==> config.mk <==
export PLATFORM = sky130hd
export DESIGN_NAME = pcap_iex_segment_deframer_top
export DESIGN_NICKNAME = d
export VERILOG_FILES = /design/src/sv/pidf_pkg.sv /design/src/sv/pcap_iex_segment_deframer_top.sv /design/src/sv/pidf_in_reg.sv /design/src/sv/pidf_parser.sv /design/src/sv/pidf_out_reg.sv
export SDC_FILE = /design/constraint.sdc
export NUM_CORES = 2
export LEC_CHECK = 0
export BUFFER_PORTS_ARGS = -buffer_cell sky130_fd_sc_hd__buf_2
export CAP_MARGIN = 25
export CORE_AREA = 3 3 349 351
export CTS_CLUSTER_SIZE = 16
export DETAILED_ROUTE_END_ITERATION = 10
export DIE_AREA = 0 0 352 354
export GPL_TIMING_DRIVEN = 0
export PLACE_DENSITY = 0.56
export REMOVE_ABC_BUFFERS = 1
export SYNTH_ARGS = -nofsm -noshare
export SYNTH_HDL_FRONTEND = slang
export SYNTH_SLANG_ARGS = --single-unit
==> constraint.sdc <==
create_clock -name clock -period 19.04 [get_ports clock]
set_clock_uncertainty 0.1 [all_clocks]
set_input_delay 0 -clock clock [delete_from_list [all_inputs] [get_ports clock]]
set_output_delay 0 -clock clock [all_outputs]
set_load 0.05 [all_outputs]
==> src/sv/pidf_pkg.sv <==
`default_nettype none

package pidf_pkg;

   // Fixed stretches of the capture stream, in bytes.
   localparam logic [5:0] GLOBAL_LEN = 6'd24;
   localparam logic [5:0] RECHDR_LEN = 6'd16;
   localparam logic [5:0] LINK_LEN   = 6'd42;
   localparam logic [5:0] SEGHDR_LEN = 6'd40;

   localparam logic [31:0] NS_PER_SEC       = 32'd1000000000;
   localparam logic [9:0]  NS_PER_USEC      = 10'd1000;
   localparam logic [31:0] MAX_RECORDS_INIT = 32'd1000000000;

   localparam logic [7:0] CHAR_TRADE = 8'h54;   // 'T'
   localparam logic [7:0] CHAR_BID   = 8'h38;   // '8'
   localparam logic [7:0] CHAR_ASK   = 8'h35;   // '5'

   localparam logic [1:0] KIND_TRADE = 2'd0;
   localparam logic [1:0] KIND_BID   = 2'd1;
   localparam logic [1:0] KIND_ASK   = 2'd2;
   localparam logic [1:0] KIND_OTHER = 2'd3;

   localparam logic [1:0] STATUS_MSG     = 2'd0;
   localparam logic [1:0] STATUS_LEN_ERR = 2'd1;
   localparam logic [1:0] STATUS_OFS_ERR = 2'd2;
   localparam logic [1:0] STATUS_SHORT   = 2'd3;

   typedef struct packed {
      logic [7:0]  message_byte;
      logic        message_first;
      logic        message_last;
      logic [1:0]  message_kind;
      logic [63:0] capture_time_ns;
      logic [63:0] segment_send_time;
      logic [1:0]  status;
   } result_type;

   function automatic logic [1:0] classify(input logic [7:0] type_byte);
      logic [1:0] kind;
      case (type_byte)
         CHAR_TRADE: kind = KIND_TRADE;
         CHAR_BID:   kind = KIND_BID;
         CHAR_ASK:   kind = KIND_ASK;
         default:    kind = KIND_OTHER;
      endcase
      return kind;
   endfunction

endpackage

`default_nettype wire

==> src/sv/pcap_iex_segment_deframer_top.sv <==
`default_nettype none

// Channel   Direction  Handshake            Contents
// req_      in         req_valid/req_ready  one capture byte per transaction
// rsp_      out        rsp_valid/rsp_ready  one message byte or error report
// csr_      in         csr_wr_en            max_records, written without wait
//
// A byte is taken every cycle unless a stalled result register holds the parser; the byte
// waits in the input register, and its result, if any, is offered from the result register.
// Throughput is set by the single parse step between the input and result registers.
// Synchronous reset returns the parser to the global header and the limit to 1e9.
// A stalled result register holds the parser, which in turn holds the input register.

module pcap_iex_segment_deframer_top (
   input  wire logic        clock,
   input  wire logic        reset,
   input  wire logic        req_valid,
   output logic             req_ready,
   input  wire logic [7:0]  req_capture_byte,
   output logic             rsp_valid,
   input  wire logic        rsp_ready,
   output logic [7:0]       rsp_message_byte,
   output logic             rsp_message_first,
   output logic             rsp_message_last,
   output logic [1:0]       rsp_message_kind,
   output logic [63:0]      rsp_capture_time_ns,
   output logic [63:0]      rsp_segment_send_time,
   output logic [1:0]       rsp_status,
   input  wire logic        csr_wr_en,
   input  wire logic [31:0] csr_wr_data
);
   import pidf_pkg::*;

   logic       take;
   logic       byte_valid;
   logic [7:0] byte_data;
   logic       slot_free;
   logic       res_valid;
   result_type res;
   result_type rsp;

   pidf_in_reg u_in_reg (
      .clock            (clock),
      .reset            (reset),
      .req_valid        (req_valid),
      .req_ready        (req_ready),
      .req_capture_byte (req_capture_byte),
      .take             (take),
      .byte_valid       (byte_valid),
      .byte_data        (byte_data)
   );

   pidf_parser u_parser (
      .clock       (clock),
      .reset       (reset),
      .csr_wr_en   (csr_wr_en),
      .csr_wr_data (csr_wr_data),
      .byte_valid  (byte_valid),
      .byte_data   (byte_data),
      .slot_free   (slot_free),
      .take        (take),
      .res_valid   (res_valid),
      .res         (res)
   );

   pidf_out_reg u_out_reg (
      .clock     (clock),
      .reset     (reset),
      .res_valid (res_valid),
      .res       (res),
      .slot_free (slot_free),
      .rsp_valid (rsp_valid),
      .rsp_ready (rsp_ready),
      .rsp       (rsp)
   );

   assign rsp_message_byte      = rsp.message_byte;
   assign rsp_message_first     = rsp.message_first;
   assign rsp_message_last      = rsp.message_last;
   assign rsp_message_kind      = rsp.message_kind;
   assign rsp_capture_time_ns   = rsp.capture_time_ns;
   assign rsp_segment_send_time = rsp.segment_send_time;
   assign rsp_status            = rsp.status;

   // Error reports carry no message content.
   a_report_clean: assert property (@(posedge clock) disable iff (reset)
      rsp_valid && rsp_status != STATUS_MSG |->
         rsp_message_byte == 8'd0 && !rsp_message_first && !rsp_message_last &&
         rsp_message_kind == KIND_TRADE)
      else $error("error report carries message content");

   // The kind on a type byte follows from that byte.
   a_first_kind: assert property (@(posedge clock) disable iff (reset)
      rsp_valid && rsp_status == STATUS_MSG && rsp_message_first |->
         rsp_message_kind == classify(rsp_message_byte))
      else $error("message kind does not match its type byte");

   // Nothing is offered in the cycle after a reset edge.
   a_reset_quiet: assert property (@(posedge clock)
      reset |=> !rsp_valid)
      else $error("result offered straight after reset");

endmodule

`default_nettype wire

==> src/sv/pidf_in_reg.sv <==
`default_nettype none

module pidf_in_reg (
   input  wire logic       clock,
   input  wire logic       reset,
   input  wire logic       req_valid,
   output logic            req_ready,
   input  wire logic [7:0] req_capture_byte,
   input  wire logic       take,
   output logic            byte_valid,
   output logic [7:0]      byte_data
);
   import pidf_pkg::*;

   logic       valid_ff, valid_in;
   logic [7:0] data_ff, data_in;

   // The register refills in the same cycle that the parser drains it.
   assign req_ready = !valid_ff || take;

   always_comb begin
      valid_in = valid_ff;
      data_in  = data_ff;
      if (req_ready) begin
         valid_in = req_valid;
         data_in  = req_capture_byte;
      end
   end

   always_ff @(posedge clock) begin
      if (reset) begin
         valid_ff <= 1'b0;
      end else begin
         valid_ff <= valid_in;
      end
      data_ff <= data_in;
   end

   assign byte_valid = valid_ff;
   assign byte_data  = data_ff;

endmodule

`default_nettype wire

==> src/sv/pidf_parser.sv <==
`default_nettype none

module pidf_parser (
   input  wire logic        clock,
   input  wire logic        reset,
   input  wire logic        csr_wr_en,
   input  wire logic [31:0] csr_wr_data,
   input  wire logic        byte_valid,
   input  wire logic [7:0]  byte_data,
   input  wire logic        slot_free,
   output logic             take,
   output logic             res_valid,
   output pidf_pkg::result_type res
);
   import pidf_pkg::*;

   typedef enum logic [2:0] {
      PH_GLOBAL,
      PH_RECHDR,
      PH_LINK,
      PH_SEGHDR,
      PH_MSGLEN,
      PH_BODY,
      PH_SKIP
   } phase_type;

   phase_type   phase_ff, phase_in;
   logic [5:0]  pos_ff, pos_in;
   logic [31:0] left_ff, left_in;
   logic [31:0] secs_ff, secs_in;
   logic [31:0] usecs_ff, usecs_in;
   logic [41:0] usec_ns_ff, usec_ns_in;
   logic [63:0] cap_ff, cap_in;
   logic [15:0] paylen_ff, paylen_in;
   logic [15:0] msgs_ff, msgs_in;
   logic [15:0] mbl_ff, mbl_in;
   logic [63:0] send_ff, send_in;
   logic [1:0]  kind_ff, kind_in;
   logic [31:0] seen_ff, seen_in;
   logic [31:0] max_rec_ff, max_rec_in;

   logic        emit;
   logic [1:0]  emit_status;
   logic        emit_body;
   logic        body_first;
   logic        body_last;

   logic [5:0]  pos_inc;
   logic [31:0] rest;
   logic [15:0] mbl_full;
   logic [15:0] msgs_dec;
   logic [15:0] mbl_dec;
   logic        limit_hit;

   assign take      = byte_valid && slot_free;
   assign pos_inc   = pos_ff + 6'd1;
   assign rest      = left_ff - 32'd1;
   assign mbl_full  = {byte_data, mbl_ff[7:0]};
   assign msgs_dec  = msgs_ff - 16'd1;
   assign mbl_dec   = (mbl_ff != 16'd0) ? mbl_ff - 16'd1 : 16'd0;
   assign limit_hit = (max_rec_ff != 32'd0) && (seen_ff >= max_rec_ff);

   always_comb begin
      phase_in    = phase_ff;
      pos_in      = pos_ff;
      left_in     = left_ff;
      secs_in     = secs_ff;
      usecs_in    = usecs_ff;
      usec_ns_in  = usec_ns_ff;
      cap_in      = cap_ff;
      paylen_in   = paylen_ff;
      msgs_in     = msgs_ff;
      mbl_in      = mbl_ff;
      send_in     = send_ff;
      kind_in     = kind_ff;
      seen_in     = seen_ff;
      max_rec_in  = csr_wr_en ? csr_wr_data : max_rec_ff;
      emit        = 1'b0;
      emit_status = STATUS_MSG;
      emit_body   = 1'b0;
      body_first  = 1'b0;
      body_last   = 1'b0;

      if (take) begin
         unique case (phase_ff)
            PH_GLOBAL: begin
               pos_in = pos_inc;
               if (pos_inc >= GLOBAL_LEN) begin
                  phase_in = PH_RECHDR;
                  pos_in   = 6'd0;
               end
            end
            PH_RECHDR: begin
               // A byte at the head of a record header past the limit is dropped.
               if (!(pos_ff == 6'd0 && limit_hit)) begin
                  // Every lane is overwritten in order, so no clearing is needed.
                  case (pos_ff[3:2])
                     2'd0:    secs_in[8*pos_ff[1:0] +: 8]  = byte_data;
                     2'd1:    usecs_in[8*pos_ff[1:0] +: 8] = byte_data;
                     2'd2:    left_in[8*pos_ff[1:0] +: 8]  = byte_data;
                     default: ;
                  endcase
                  // The capture time is built over three of the trailing header bytes.
                  if (pos_ff == 6'd8) begin
                     cap_in = 64'(secs_ff) * 64'(NS_PER_SEC);
                  end
                  if (pos_ff == 6'd9) begin
                     usec_ns_in = 42'(usecs_ff) * 42'(NS_PER_USEC);
                  end
                  if (pos_ff == 6'd10) begin
                     cap_in = cap_ff + 64'(usec_ns_ff);
                  end
                  pos_in = pos_inc;
                  if (pos_inc == RECHDR_LEN) begin
                     pos_in    = 6'd0;
                     seen_in   = seen_ff + 32'd1;
                     send_in   = 64'd0;
                     paylen_in = 16'd0;
                     msgs_in   = 16'd0;
                     mbl_in    = 16'd0;
                     if (left_ff < 32'(LINK_LEN)) begin
                        phase_in    = (left_ff == 32'd0) ? PH_RECHDR : PH_SKIP;
                        emit        = 1'b1;
                        emit_status = STATUS_SHORT;
                     end else begin
                        phase_in = PH_LINK;
                     end
                  end
               end
            end
            default: begin
               if (left_ff == 32'd0) begin
                  phase_in = PH_RECHDR;
                  pos_in   = 6'd0;
               end else begin
                  left_in = rest;
                  case (phase_ff)
                     PH_LINK: begin
                        pos_in = pos_inc;
                        if (pos_inc == LINK_LEN) begin
                           pos_in = 6'd0;
                           if (rest == 32'd0) begin
                              phase_in    = PH_RECHDR;
                              emit        = 1'b1;
                              emit_status = STATUS_LEN_ERR;
                           end else begin
                              phase_in = PH_SEGHDR;
                           end
                        end
                     end
                     PH_SEGHDR: begin
                        if (pos_ff == 6'd12) paylen_in = {8'd0, byte_data};
                        if (pos_ff == 6'd13) paylen_in = {byte_data, paylen_ff[7:0]};
                        if (pos_ff == 6'd14) msgs_in = {8'd0, byte_data};
                        if (pos_ff == 6'd15) msgs_in = {byte_data, msgs_ff[7:0]};
                        if (pos_ff[5:3] == 3'd4) begin
                           send_in[8*pos_ff[2:0] +: 8] = byte_data;
                        end
                        pos_in = pos_inc;
                        if (pos_inc != SEGHDR_LEN) begin
                           if (rest == 32'd0) begin
                              phase_in    = PH_RECHDR;
                              pos_in      = 6'd0;
                              emit        = 1'b1;
                              emit_status = STATUS_LEN_ERR;
                           end
                        end else if (rest != 32'(paylen_ff)) begin
                           phase_in    = (rest == 32'd0) ? PH_RECHDR : PH_SKIP;
                           pos_in      = 6'd0;
                           emit        = 1'b1;
                           emit_status = STATUS_LEN_ERR;
                        end else if (msgs_ff == 16'd0) begin
                           // Trailing payload with no messages is reported on its first byte.
                           phase_in = (rest == 32'd0) ? PH_RECHDR : PH_SKIP;
                           pos_in   = (rest == 32'd0) ? 6'd0 : 6'd1;
                        end else begin
                           phase_in = PH_MSGLEN;
                           pos_in   = 6'd0;
                        end
                     end
                     PH_MSGLEN: begin
                        if (pos_ff == 6'd0) begin
                           mbl_in = {8'd0, byte_data};
                           pos_in = 6'd1;
                           if (rest == 32'd0) begin
                              phase_in    = PH_RECHDR;
                              pos_in      = 6'd0;
                              emit        = 1'b1;
                              emit_status = STATUS_OFS_ERR;
                           end
                        end else begin
                           mbl_in  = mbl_full;
                           pos_in  = 6'd0;
                           msgs_in = msgs_dec;
                           if (32'(mbl_full) > rest ||
                               (32'(mbl_full) == rest && msgs_dec != 16'd0)) begin
                              phase_in    = (rest == 32'd0) ? PH_RECHDR : PH_SKIP;
                              emit        = 1'b1;
                              emit_status = STATUS_OFS_ERR;
                           end else if (mbl_full == 16'd0) begin
                              if (msgs_dec == 16'd0) begin
                                 phase_in = (rest == 32'd0) ? PH_RECHDR : PH_SKIP;
                                 pos_in   = (rest == 32'd0) ? 6'd0 : 6'd1;
                              end else begin
                                 phase_in = PH_MSGLEN;
                              end
                           end else begin
                              phase_in = PH_BODY;
                           end
                        end
                     end
                     PH_BODY: begin
                        body_first = (pos_ff == 6'd0);
                        if (body_first) kind_in = classify(byte_data);
                        mbl_in    = mbl_dec;
                        body_last = (mbl_dec == 16'd0);
                        pos_in    = 6'd1;
                        emit      = 1'b1;
                        emit_body = 1'b1;
                        if (body_last) begin
                           if (msgs_ff == 16'd0) begin
                              phase_in = (rest == 32'd0) ? PH_RECHDR : PH_SKIP;
                              pos_in   = (rest == 32'd0) ? 6'd0 : 6'd1;
                           end else begin
                              phase_in = PH_MSGLEN;
                              pos_in   = 6'd0;
                           end
                        end
                     end
                     default: begin
                        // Skipping; the first skipped byte may carry a deferred report.
                        pos_in = 6'd0;
                        if (rest == 32'd0) phase_in = PH_RECHDR;
                        if (pos_ff == 6'd1) begin
                           emit        = 1'b1;
                           emit_status = STATUS_OFS_ERR;
                        end
                     end
                  endcase
               end
            end
         endcase
      end
   end

   always_comb begin
      res.message_byte      = emit_body ? byte_data : 8'd0;
      res.message_first     = emit_body && body_first;
      res.message_last      = emit_body && body_last;
      res.message_kind      = emit_body ? kind_in : KIND_TRADE;
      res.capture_time_ns   = cap_in;
      res.segment_send_time = send_in;
      res.status            = emit_status;
   end

   assign res_valid = emit;

   always_ff @(posedge clock) begin
      if (reset) begin
         phase_ff   <= PH_GLOBAL;
         pos_ff     <= 6'd0;
         left_ff    <= 32'd0;
         secs_ff    <= 32'd0;
         usecs_ff   <= 32'd0;
         usec_ns_ff <= 42'd0;
         cap_ff     <= 64'd0;
         paylen_ff  <= 16'd0;
         msgs_ff    <= 16'd0;
         mbl_ff     <= 16'd0;
         send_ff    <= 64'd0;
         kind_ff    <= KIND_OTHER;
         seen_ff    <= 32'd0;
         max_rec_ff <= MAX_RECORDS_INIT;
      end else begin
         phase_ff   <= phase_in;
         pos_ff     <= pos_in;
         left_ff    <= left_in;
         secs_ff    <= secs_in;
         usecs_ff   <= usecs_in;
         usec_ns_ff <= usec_ns_in;
         cap_ff     <= cap_in;
         paylen_ff  <= paylen_in;
         msgs_ff    <= msgs_in;
         mbl_ff     <= mbl_in;
         send_ff    <= send_in;
         kind_ff    <= kind_in;
         seen_ff    <= seen_in;
         max_rec_ff <= max_rec_in;
      end
   end

endmodule

`default_nettype wire

==> src/sv/pidf_out_reg.sv <==
`default_nettype none

module pidf_out_reg (
   input  wire logic       clock,
   input  wire logic       reset,
   input  wire logic       res_valid,
   input  wire pidf_pkg::result_type res,
   output logic            slot_free,
   output logic            rsp_valid,
   input  wire logic       rsp_ready,
   output pidf_pkg::result_type rsp
);
   import pidf_pkg::*;

   logic       valid_ff, valid_in;
   result_type data_ff, data_in;

   assign slot_free = !valid_ff || rsp_ready;

   always_comb begin
      valid_in = valid_ff;
      data_in  = data_ff;
      if (slot_free) begin
         valid_in = res_valid;
         data_in  = res;
      end
   end

   always_ff @(posedge clock) begin
      if (reset) begin
         valid_ff <= 1'b0;
      end else begin
         valid_ff <= valid_in;
      end
      data_ff <= data_in;
   end

   assign rsp_valid = valid_ff;
   assign rsp       = data_ff;

endmodule

`default_nettype wire
==> results.yml <==
outcome:
  status: "finished clean"
route:
  via_count: 36100
  wirelength_um: 133000
  wire_per_inst_um: 19.7
  ant_nets: 0
  drtIter0Drc: 2658
  vias_per_cell: 5.34
  drc: 0
  firstDrtPassIters: 6
yosys:
  synth_flop_cell: "dfxtp_1"
  syn_inst: 4833
  postSynthAreaPerCell_um2: 9.34
  netlist.area_leader.share_pct: 19.1
  synth_edf_count: 150
  ys_ff_latch: 538
  synth_compound_area_share_pct: 15.0
  synth-simple-area-share_pct: 14.8
  ys_seq_area_share_pct: 27.2
  ys_types: 91
  async_flop_share_pct: 0
  synthAdderAreaFrac_pct: 31.6
  synthMuxAreaShare_pct: 1.67
  synthTopCellsByArea: "fa_1 19%, dfxtp_1 17%, ha_1 12%"
  synth_top_cell_by_area: "fa_1"
  synth_top_family_by_area: "adder cells"
  synthXorXnorAreaFrac_pct: 3.42
  synth_warnings: 0
  synthesis.area_um2: 45200
finish:
  area_growth_pct: 15.2
  fillers: 11500
  nets: 6021
  antenna_cells: 0
  drive_gt1_share_pct: 7.71
cts:
  cts_made_buffers: 69
  clk_pin_slew_worst_paths_ns: 0.06
  cts_max_level: 3
  cts_setup_buffers: 0
  cts_tree: "done"
  clock_path_buffers: 3
  root_buffer: "clkbuf_16"
  cts_sinks: 538
  clk-insertion-delay-late_ns: 0.67
global_route:
  grt_start_max_net_pins: 125
  grt_pass1_wl_um: 209000
  antenna_found_initial: 1
  grt_usage_pct: 21.2
  grt_overflow_total: 0
  grt_pass1_vias: 36000
sta:
  setup_viol: 0
  tightestPinTransition_ns: 1.06
  tns_ns: 0
  period_minus_slack_ns: 8.04
  fin_crit_sh_pct: 42.3
  finalHoldViolCount: 0
  slew_viol_final: 0
  rsz0062_at_grt: "false"
  whs_ns: 0.229
  fmax_mhz: 124
  maxSlewHeadroom_pct: 28.8
floorplanning:
  initial_core_util_pct: 37.8
  die_y_um: 354
  core-area_um2: 119000
  num_io_pins: 189
  rows: 127
  die_x_um: 352
  die-area_um2: 125000
worst_setup_path:
  r2r_setup_slack_ns: 11.00
  worst_setup_path_end_kind: "flip-flop"
  r2r_cells: 20
  slowest_stage: "o41ai_1"
  crit_top_cell: "fa_1"
  crit_chain: "inv_1, fa_1, fa_1, fa_1, fa_1, fa_1, inv_1, fa_1, inv_1, fa_1, inv_1, ha_1, and2_1, nand3_1, o41ai_1, a41oi_1, o21ai_0, a221o_1, mux2i_1, nand2_1"
  crit_buf_inv: 4
  arrival_ns: 8.33
  slowest_delay_ns: 0.79
  r2r-start: "u_parser.secs_ff[5]"
  worstSetupPathType: "reg2reg"
  critical_path_required_ns: 19.32
  cp-start-kind: "flip-flop"
  r2r_end: "u_out_reg.rsp[127]"
  critPathMaxFanout: 8
  cp_top_family: "adder cells"
min_path:
  hold_path_class: "in2reg"
  hp-start: "reset"
  hold_path_depth: 3
  whs_endpoint: "u_parser.mbl_ff[10]"
power_and_ir_drop:
  ir_worst_vdd_mv: 0.0588
  powerDensity_nw_per_um2: 50.8
  p_leak_nw: 24.6
run:
  maxCapViolCount: 0
placement:
  dpl.hpwl_um: 102000
  gp_congestion: 0.916
  port_buffers: 188
[power breakdown]
group          internal [mW]  leakage, nW  switching [mW]
sequential              1.18         4.97         0.00969
clock                  0.769         1.14           0.574
combinational         0.0477         18.5          0.0655
total                   1.99         24.6           0.649
[final cells by class]
class | count | area (um2) | share of cell area (%)
tap | 1612 | 2020 | 3.88
sequential | 538 | 12300 | 23.6
timing repair buffer | 377 | 3130 | 6.02
multi-input combinational | 3541 | 30100 | 57.9
inverter | 567 | 2140 | 4.12
clock inverter | 35 | 443 | 0.851
clock buffer | 92 | 1910 | 3.68
[routing by layer]
| layer | track usage (%) | wire length, um | vias up |
|---|---|---|---|
| met1 | 28.8 | 59300 | 17700 |
| met4 | 6.62 | 3760 | 2 |
| met5 | 0 | 13 | - |
| met2 | 34.6 | 62100 | 975 |
| li1 | - | - | 17200 |
| met3 | 3.52 | 7790 | 199 |
[synth_stat cells (all sizes together), types with 54 or more instances]
library cell / number
clkbuf: 176
nor3: 78
ha: 451
and2: 140
xor2: 83
nand2: 373
fa: 431
o21ai: 173
xnor2: 88
inv: 565
a22o: 54
nor2: 400
nand3: 95
mux2i: 74
dfxtp: 388
a21o: 109
a21oi: 303
edfxtp: 150
[cells by family after synthesis]
| kind of cell | count (synthesis) |
|---|---|
| buf+inv | 754 |
| fa+ha+maj | 882 |
| flops | 538 |
| simple gates | 1377 |
| compound gates | 1034 |
| xor+xnor | 173 |
| mux | 75 |
[layout by cell type (no fill, tap or decap), types with 23 or more instances in the layout]
master / count
a22oi_1: 42
nor4_1: 34
edfxtp_1: 150
nand2b_1: 30
a211oi_1: 40
a22o_1: 54
a21o_1: 109
inv_1: 564
nand2_1: 372
o21ai_0: 161
or3_1: 23
nand3_1: 94
nor2_1: 396
nand4_1: 42
and3_1: 43
dfxtp_1: 388
clkbuf_16: 70
nor2b_1: 31
fa_1: 431
xor2_1: 83
o21a_1: 32
mux2i_1: 74
xnor2_1: 88
buf_2: 189
nor3_1: 77
ha_1: 451
or2_2: 24
and2_1: 137
a31oi_1: 27
dlygate4sd3_1: 150
a21oi_1: 302
o22ai_1: 37
o211ai_1: 36
[registers in the layout (all words and copies together), names as in the netlist]
signal               flops
u_in_reg.byte_valid      1
u_parser.max_rec_ff     32
u_out_reg.rsp          142
u_parser.usec_ns_ff     39
u_in_reg.byte_data       8
u_parser.phase_ff        3
u_parser.msgs_ff        16
u_parser.secs_ff        32
u_parser.kind_ff         2
u_parser.left_ff        32
u_parser.pos_ff          6
u_parser.mbl_ff         16
u_parser.send_ff        64
u_parser.paylen_ff      16
u_parser.seen_ff        32
u_parser.usecs_ff       32
u_out_reg.rsp_valid      1
u_parser.cap_ff         64
[per-stage QoR]
step | area (um2) | worst slack [ns] | utilization, % | power [mW] | instances
finish | 52000 | 11.00 | 43.6 | 2.64 | 6762
global route | 52000 | 10.68 | 43.6 | 2.73 | 6762
CTS | 52000 | 11.01 | 43.5 | 2.67 | 6759
detailed placement | 48100 | 11.06 | 40.3 | 1.29 | 6482
global placement | 47400 | 6.13 | 39.7 | 1.28 | 6446
floorplan | 44400 | 11.89 | - | 1.24 | 4646
[repair_timing]
action	4_1_cts	5_1_grt
hold endpoints to repair	211	0
hold buffers	150	0
gates resized for setup	0	0
[how the worst max path moves through the flow]
| stage | startpoint | end | slack [ns] | cells past startpoint |
|---|---|---|---|---|
| global route | u_parser.secs_ff[5] | u_out_reg.rsp[127] | 10.68 | 20 |
| detailed placement | u_parser.secs_ff[5] | u_out_reg.rsp[127] | 11.06 | 20 |
| finish | u_parser.secs_ff[5] | u_out_reg.rsp[127] | 11.00 | 20 |
| CTS | u_parser.secs_ff[5] | u_out_reg.rsp[127] | 11.01 | 20 |
| global placement | u_out_reg.rsp_valid | u_parser.cap_ff[43] | 6.13 | 12 |
| floorplan | u_out_reg.rsp_valid | u_out_reg.rsp[119] | 11.89 | 12 |
[tightest hold or removal path: stages]
cell	delay [ns]
dlygate4sd3_1	0.56
buf_8	0.19
nor2_1	0.15
No activity file was read; power rests on OpenSTA's default activity.
